===== src/hdl/hefl_pkg.sv =====
// ----------------------------------------------------------------------------
// hefl_pkg: executable header field lookup, shared types and constants
// Header layout constants, the word types of both channels and the
// configuration register codes.
// ----------------------------------------------------------------------------
`default_nettype none

package hefl_pkg;

  localparam int unsigned MaxEntries    = 256;
  localparam int unsigned CountPos      = 5;
  localparam int unsigned FirstEntryPos = 6;
  localparam int unsigned PosLimit      = FirstEntryPos + 2 * MaxEntries;

  localparam int unsigned PosW = $clog2(PosLimit + 1);
  localparam int unsigned EntW = $clog2(MaxEntries + 1);

  localparam logic [31:0] MagicWord = 32'h5845_5832;
  localparam logic [7:0]  SelValue  = 8'h00;
  localparam logic [7:0]  SelAddr   = 8'h01;

  localparam int unsigned CfgIdxW = 1;

  typedef enum logic [CfgIdxW-1:0] {
    CfgHeaderBase = 1'b0,
    CfgSearchKey  = 1'b1
  } cfg_reg_e;

  typedef enum logic [1:0] {
    StFound    = 2'd0,
    StAbsent   = 2'd1,
    StBadMagic = 2'd2,
    StNullBase = 2'd3
  } lookup_status_e;

  typedef struct packed {
    logic [31:0] header_word;
    logic        final_word;
  } in_word_t;

  typedef struct packed {
    logic [31:0]    field_value;
    lookup_status_e lookup_status;
  } out_word_t;

  // handshake between the input stage and the scan logic
  typedef struct packed {
    logic fire;
    logic last;
  } scan_ctl_t;

endpackage : hefl_pkg

`default_nettype wire


===== src/hdl/hefl_scan.sv =====
// ----------------------------------------------------------------------------
// hefl_scan: header scan state and lookup decision
// Tracks the word position, entry count and match state of the current scan
// and forms the result word for the final word of a scan.
// ----------------------------------------------------------------------------
`default_nettype none

module hefl_scan (
  input  wire                       clk_i,
  input  wire                       rst_ni,
  input  wire  hefl_pkg::scan_ctl_t ctl_i,
  input  wire  logic [31:0]         word_i,
  input  wire  logic [31:0]         header_base_i,
  input  wire  logic [31:0]         search_key_i,
  output       hefl_pkg::out_word_t res_o
);
  import hefl_pkg::*;

  logic [PosW-1:0]  pos_q, pos_d;
  logic [EntW-1:0]  ent_q, ent_d;
  logic             pend_q, pend_d;
  logic [31:0]      held_val_q, held_val_d;
  lookup_status_e   held_st_q, held_st_d;
  logic             decided_q, decided_d;

  logic [PosW-1:0]  rel;
  logic [PosW-1:0]  idx;
  logic             in_entries;

  assign rel        = pos_q - PosW'(FirstEntryPos);
  assign idx        = rel >> 1;
  assign in_entries = (pos_q >= PosW'(FirstEntryPos)) && (pos_q < PosW'(PosLimit));

  always_comb begin
    pos_d      = pos_q;
    ent_d      = ent_q;
    pend_d     = pend_q;
    held_val_d = held_val_q;
    held_st_d  = held_st_q;
    decided_d  = decided_q;

    if (!decided_q) begin
      if (pos_q == '0) begin
        if (word_i != MagicWord) begin
          decided_d  = 1'b1;
          held_st_d  = StBadMagic;
          held_val_d = '0;
        end
      end else if (pos_q == PosW'(CountPos)) begin
        ent_d = (word_i > 32'(MaxEntries)) ? EntW'(MaxEntries) : word_i[EntW-1:0];
      end else if (in_entries) begin
        if (!rel[0]) begin
          pend_d = (PosW'(ent_q) > idx) && (word_i == search_key_i);
        end else if (pend_q) begin
          if (search_key_i[7:0] == SelValue) begin
            held_val_d = word_i;
          end else if (search_key_i[7:0] == SelAddr) begin
            held_val_d = header_base_i + (32'(pos_q) << 2);
          end else begin
            held_val_d = header_base_i + word_i;
          end
          held_st_d = StFound;
          decided_d = 1'b1;
          pend_d    = 1'b0;
        end
      end
    end

    if (pos_q < PosW'(PosLimit)) begin
      pos_d = pos_q + 1'b1;
    end
  end

  // result as seen after this word has been taken
  always_comb begin
    if (header_base_i == '0) begin
      res_o.field_value   = '0;
      res_o.lookup_status = StNullBase;
    end else if (decided_d) begin
      res_o.field_value   = (held_st_d == StFound) ? held_val_d : '0;
      res_o.lookup_status = held_st_d;
    end else begin
      res_o.field_value   = '0;
      res_o.lookup_status = StAbsent;
    end
  end

  always_ff @(posedge clk_i or negedge rst_ni) begin
    if (!rst_ni) begin
      pos_q      <= '0;
      ent_q      <= '0;
      pend_q     <= 1'b0;
      held_val_q <= '0;
      held_st_q  <= StAbsent;
      decided_q  <= 1'b0;
    end else if (ctl_i.fire) begin
      if (ctl_i.last) begin
        pos_q      <= '0;
        ent_q      <= '0;
        pend_q     <= 1'b0;
        held_val_q <= '0;
        held_st_q  <= StAbsent;
        decided_q  <= 1'b0;
      end else begin
        pos_q      <= pos_d;
        ent_q      <= ent_d;
        pend_q     <= pend_d;
        held_val_q <= held_val_d;
        held_st_q  <= held_st_d;
        decided_q  <= decided_d;
      end
    end
  end

  a_pos_bounded: assert property (@(posedge clk_i) disable iff (!rst_ni)
    pos_q <= PosW'(PosLimit))
    else $error("word position past limit");

  a_ent_bounded: assert property (@(posedge clk_i) disable iff (!rst_ni)
    ent_q <= EntW'(MaxEntries))
    else $error("entry count not saturated");

  a_final_clears: assert property (@(posedge clk_i) disable iff (!rst_ni)
    ctl_i.fire && ctl_i.last |=> pos_q == '0 && !decided_q && !pend_q)
    else $error("scan state not cleared after final word");

  a_undecided_absent: assert property (@(posedge clk_i) disable iff (!rst_ni)
    !decided_q |-> held_st_q == StAbsent)
    else $error("status held without a decision");

endmodule : hefl_scan

`default_nettype wire


===== src/hdl/executable_header_field_lookup_unit.sv =====
// ----------------------------------------------------------------------------
// executable_header_field_lookup_unit: header field lookup, top level
// Scans a streamed executable header and returns the configured entry.
// ----------------------------------------------------------------------------
//   channel | dir | payload     | handshake
//   in      | in  | in_word_t   | in_valid_i / in_ready_o
//   out     | out | out_word_t  | out_valid_o / out_ready_i
//   cfg     | in  | index, data | cfg_valid_i / cfg_ready_o (always ready)
//
// One word per cycle: input register, scan logic, result register.
// A final word's result is written to the result register when the word leaves the input register.
// Only a final word waiting on a full, stalled result register holds the
// input register; other words keep flowing under output stall.
// Reset clears the scan state and both configuration registers.
// ----------------------------------------------------------------------------
`default_nettype none

module executable_header_field_lookup_unit (
  input  wire                       clk_i,
  input  wire                       rst_ni,
  input  wire                       in_valid_i,
  output logic                      in_ready_o,
  input  wire  hefl_pkg::in_word_t  in_word_i,
  output logic                      out_valid_o,
  input  wire                       out_ready_i,
  output       hefl_pkg::out_word_t out_word_o,
  input  wire                       cfg_valid_i,
  output logic                      cfg_ready_o,
  input  wire  logic [hefl_pkg::CfgIdxW-1:0] cfg_index_i,
  input  wire  logic [31:0]         cfg_data_i
);
  import hefl_pkg::*;

  logic        s1_valid_q;
  in_word_t    s1_word_q;
  logic        out_valid_q;
  out_word_t   out_word_q;
  logic [31:0] header_base_q;
  logic [31:0] search_key_q;
  scan_ctl_t   ctl;
  out_word_t   res;

  assign ctl.last = s1_word_q.final_word;
  assign ctl.fire = s1_valid_q && (!s1_word_q.final_word || !out_valid_q || out_ready_i);

  assign in_ready_o  = !s1_valid_q || ctl.fire;
  assign cfg_ready_o = 1'b1;
  assign out_valid_o = out_valid_q;
  assign out_word_o  = out_word_q;

  always_ff @(posedge clk_i or negedge rst_ni) begin
    if (!rst_ni) begin
      header_base_q <= '0;
      search_key_q  <= '0;
    end else if (cfg_valid_i) begin
      unique case (cfg_index_i)
        CfgHeaderBase: header_base_q <= cfg_data_i;
        CfgSearchKey:  search_key_q  <= cfg_data_i;
        default: ;
      endcase
    end
  end

  always_ff @(posedge clk_i or negedge rst_ni) begin
    if (!rst_ni) begin
      s1_valid_q <= 1'b0;
    end else if (in_ready_o) begin
      s1_valid_q <= in_valid_i;
    end
  end

  always_ff @(posedge clk_i) begin
    if (in_ready_o && in_valid_i) begin
      s1_word_q <= in_word_i;
    end
  end

  hefl_scan u_scan (
    .clk_i         (clk_i),
    .rst_ni        (rst_ni),
    .ctl_i         (ctl),
    .word_i        (s1_word_q.header_word),
    .header_base_i (header_base_q),
    .search_key_i  (search_key_q),
    .res_o         (res)
  );

  always_ff @(posedge clk_i or negedge rst_ni) begin
    if (!rst_ni) begin
      out_valid_q <= 1'b0;
    end else if (ctl.fire && ctl.last) begin
      out_valid_q <= 1'b1;
    end else if (out_ready_i) begin
      out_valid_q <= 1'b0;
    end
  end

  always_ff @(posedge clk_i) begin
    if (ctl.fire && ctl.last) begin
      out_word_q <= res;
    end
  end

  a_no_overwrite: assert property (@(posedge clk_i) disable iff (!rst_ni)
    out_valid_q && !out_ready_i |=> out_valid_q && $stable(out_word_q))
    else $error("pending result word overwritten");

  a_zero_unless_found: assert property (@(posedge clk_i) disable iff (!rst_ni)
    out_valid_q && out_word_q.lookup_status != StFound |-> out_word_q.field_value == '0)
    else $error("nonzero value on a miss");

  a_final_waits: assert property (@(posedge clk_i) disable iff (!rst_ni)
    s1_valid_q && s1_word_q.final_word && out_valid_q && !out_ready_i |-> !in_ready_o)
    else $error("input taken while final word is stalled");

endmodule : executable_header_field_lookup_unit

`default_nettype wire


===== config.mk =====
export PLATFORM = sky130hd
export DESIGN_NAME = executable_header_field_lookup_unit
export DESIGN_NICKNAME = d
export VERILOG_FILES = /design/src/hdl/hefl_pkg.sv /design/src/hdl/hefl_scan.sv /design/src/hdl/executable_header_field_lookup_unit.sv
export SDC_FILE = /design/constraint.sdc
export NUM_CORES = 1
export LEC_CHECK = 0
export BUFFER_PORTS_ARGS = -buffer_cell sky130_fd_sc_hd__buf_2
export CORE_UTILIZATION = 51
export DETAILED_ROUTE_END_ITERATION = 16
export PLACE_DENSITY = 0.73
export SLEW_MARGIN = 20
export SYNTH_ARGS = -nofsm -noshare
export SYNTH_HDL_FRONTEND = slang
export SYNTH_SLANG_ARGS = --single-unit

===== constraint.sdc =====
create_clock -name clk_i -period 2.7 [get_ports clk_i]
set_input_delay 0.27 -clock clk_i [delete_from_list [all_inputs] [get_ports clk_i]]
set_output_delay 0.27 -clock clk_i [all_outputs]
set_load 0.005 [all_outputs]

==> run_results.csv <==
group,metric,value,unit
synthesis,synthCells,1160,
worst_setup_path,cp-end-kind,"flop",
detailed_routing,wl_per_cell,23.0,um
synthesis,synth_nets,1287,
synthesis,yosys_warnings,0,
clocking,clock_sinks,188,
pwr,p_sw_frac,0.354,
pwr,intPower,0.00631,W
synthesis,synth_edf_count,67,
detailed_routing,wl,41.9,mm
place,gp_congestion,1.00,
synthesis,synth_seq_cells,188,
synthesis,synth_compound_area_frac,0.183,
synthesis,synth-xor-area-share,0.0685,
place,placed_cell_area,14200,um^2
synthesis,synthAdderAreaFrac,0.0622,
synthesis,yosysUniqueCellTypes,73,
worst_setup_path,critPathArrivalTime,3.11,ns
detailed_routing,antenna_left,0,
clocking,clkTransAtPathRegs,0.08,ns
detailed_routing,first_iter_violations,958,
timing,min_period,2.94,ns
grt,gr-total-overflow,0,
detailed_routing,met3_length,3.98,mm
floorplan,die_area,23200,um^2
pwr,finalPower,0.00976,W
pwr,clkPwrFrac,0.263,
synthesis,synth_ff_type,"dfrtp_1",
grt,grt_usage,0.360,
grt,grt_antenna_before_repair,1,
place,dp_slack,-0.375,ns
clocking,htree_levels,4,
pwr,p_switching,0.00345,W
place,port_buffers,106,
layout,diodes,0,
synthesis,async_reset_ff_frac,0.644,
grt,grt_pass1_vias,10835,
clocking,clock_path_buffers,2,
synthesis,avgSynthCellArea,9.92,um^2
timing,fin_ws,-0.243,ns
synthesis,synthMuxAreaShare,0.0692,
clocking,cts_buffers,17,
pwr,ir_drop,0.000440,V
detailed_routing,top_layer,"met4",
timing,fmax,340,MHz
timing,hold_viol_final,0,
grt,grt_max_degree,122,
worst_setup_path,crit_path_start_kind,"flop",
floorplan,start_util,0.524,
layout,syn_to_final_growth,40.3,%
pwr,power-per-cell-area,605,nW/um^2
timing,max_slew_margin,0.521,
hold_path,min_path_type,"input port to flop",
layout,finalInstanceArea,16100,um^2
flow_run,maxCapViolCount,0,
floorplan,rows,54,
synthesis,synth_top_family_by_area,"compound AO/OA/AOI/OAI gates",
timing,fin_skew,0.0170,ns
synthesis,ys_seq_area_frac,0.438,
detailed_routing,avgViaCountPerCell,6.18,
place,dpl.hpwl,31.3,mm
timing,grt_setup_unrepaired,"yes",
timing,setup_viol,35,
grt,grt_pass1_wl,62.8,mm
worst_setup_path,cp.required,2.87,ns
detailed_routing,dr_wl_met2,19.1,mm
worst_setup_path,critPathKind,"flop to flop",
detailed_routing,wl_met1,17.5,mm
outcome,outcome,"finished with violations",
detailed_routing,drcViolationCount,9,
clocking,root_buffer,"clkbuf_16",
floorplan,die_y,152,um
layout,drive_gt1_frac,0.423,
outcome,failed_checks,"DRC, setup timing",
synthesis,synthSimpleGateAreaFrac,0.153,
clocking,cts_tree,"built",
layout,num-nets-final,1657,
floorplan,core-area,22000,um^2
floorplan,ios,108,
floorplan,dieWidth,152,um
clocking,clock_latency,0.44,ns
worst_setup_path,path_max_fanout,4,
timing,worst_slew_pin_slew,0.718,ns
detailed_routing,firstDrtPassIters,11,
timing,final_max_slew_viol_count,0,
synthesis,syn-cell-area,11500,um^2
timing,fin_crit_sh,1.09,
pwr,comb_power_share,0.387,
detailed_routing,vias,11261,
pwr,seqPwrFrac,0.350,
pwr,p_leak,6.81,nW
==> cell usage in the layout, fill, tap and decap left out, types with 10 or more instances in the layout <==
| cell | count |
|---|---|
| buf_4 | 265 |
| dfrtp_1 | 112 |
| buf_2 | 105 |
| nand2_1 | 102 |
| nor2_1 | 86 |
| edfxtp_1 | 67 |
| mux2_2 | 60 |
| xnor2_1 | 53 |
| a21oi_1 | 53 |
| o21ai_0 | 48 |
| ha_1 | 37 |
| nand4_1 | 27 |
| a21oi_2 | 27 |
| xor2_1 | 26 |
| nand3_1 | 21 |
| nor3_1 | 18 |
| o21ai_1 | 18 |
| a22o_1 | 18 |
| inv_1 | 17 |
| clkbuf_16 | 17 |
| dlygate4sd3_1 | 17 |
| nor4_1 | 16 |
| buf_6 | 16 |
| o211ai_1 | 15 |
| ha_4 | 15 |
| a21o_1 | 14 |
| a211oi_1 | 12 |
| mux2i_1 | 11 |
| a211oi_2 | 10 |
| o21ai_2 | 10 |
| nand2b_1 | 10 |
==> final timing paths <==
path	start	to	slack (ns)	depth (start not counted)
setup / recovery	header_base_q[2]	out_word_o[16]	-0.24	13
hold / removal	in_word_i[26]	s1_word_q[26]	0.008	1
setup reg to reg	header_base_q[2]	out_word_o[16]	-0.24	13
hold reg to reg	u_scan.held_val_q[3]	u_scan.held_val_q[3]	0.49	2
max in group asynchronous	rst_ni	search_key_q[24]	1.68	3
min in group asynchronous	rst_ni	out_valid_o	0.44	3
==> cell usage after synthesis (11+ instances only) <==
cell type / instances / area [um^2]
nor2_1: 92 / 345
dfrtp_1: 120 / 3000
nand2_1: 105 / 394
mux2i_1: 12 / 120
nand4_1: 27 / 169
xor2_1: 28 / 245
edfxtp_1: 67 / 2010
mux2_2: 60 / 676
a22o_1: 18 / 158
clkbuf_1: 40 / 150
nor3_1: 28 / 140
inv_1: 18 / 67.6
nor4_1: 22 / 138
ha_1: 54 / 676
a21o_1: 15 / 113
nand2b_1: 11 / 68.8
nand3_1: 22 / 110
a211oi_1: 24 / 180
a21oi_1: 85 / 425
o211ai_1: 15 / 113
o21ai_0: 74 / 370
xnor2_1: 62 / 543
==> cell type report <==
class,instances,area (um^2)
inverter,18,67.6
fill,1548,5820
tap,280,350
timing repair buffer,406,2930
clock inverter,13,144
clock buffer,19,443
sequential,188,5050
multi-input combinational,899,7160
==> critical path, cell delays in order, from the launching register on <==
cell and delay, ns:
dfrtp_1 0.45, ha_2 0.23, inv_2 0.04, fa_2 0.40
nor2b_2 0.15, o31a_1 0.24, buf_6 0.13, o211ai_1 0.08
buf_4 0.19, a21oi_2 0.15, xnor2_1 0.15, a211oi_2 0.10
a21oi_2 0.25, a211oi_2 0.11
==> state kept, by name (all words and copies together) (netlist names) <==
register           cells
header_base_q         32
s1_valid_q             1
ctl                    1
u_scan.decided_q       1
s1_word_q             32
out_word_o            34
u_scan.held_st_q       2
search_key_q          32
out_valid_o            1
u_scan.held_val_q     32
u_scan.ent_q           9
u_scan.pos_q          10
u_scan.pend_q          1
==> layer usage <==
layer | vias to the layer above | GRT usage
met5 | - | 0
met4 | 0 | 0.109
met3 | 95 | 0.0575
met2 | 651 | 0.563
met1 | 5425 | 0.514
li1 | 5090 | -
==> power groups by stage <==
stage / clock network, W / registers [W] / logic [W]
final: 0.00256 / 0.00341 / 0.00378
after global routing: 0.00269 / 0.00343 / 0.00400
after CTS: 0.00259 / 0.00340 / 0.00341
after detailed placement: 0 / 0.00345 / 0.00313
after global placement: 0 / 0.00343 / 0.00309
after floorplan: 0 / 0.00344 / 0.00159
==> stage by stage <==
stage	utilization	hold WS [ns]	setup TNS (ns)	instances
finish	0.735	0.00826	-3.38	1823
global route	0.735	0.000601	-7.37	1823
CTS	0.706	0.000629	-1.32	1810
detailed placement	0.645	0.417	-6.68	1745
global placement	0.645	0.425	-5.05	1745
floorplan	-	-0.0256	-0.0323	1160
==> timing repair <==
item,CTS,global route
hold buffers,12,5
hold endpoints to repair,87,5
buffers inserted,23,12
setup endpoints to repair,42,66
pin swaps,60,79
resized for setup,99,121
==> logic make-up after synthesis <==
group           Yosys count
compound gates          319
xor+xnor                 90
fa+ha+maj                56
buf+inv                  73
flops                   188
mux                      72
other cells               1
simple gates            361
Power figures use the tool's default switching activity.
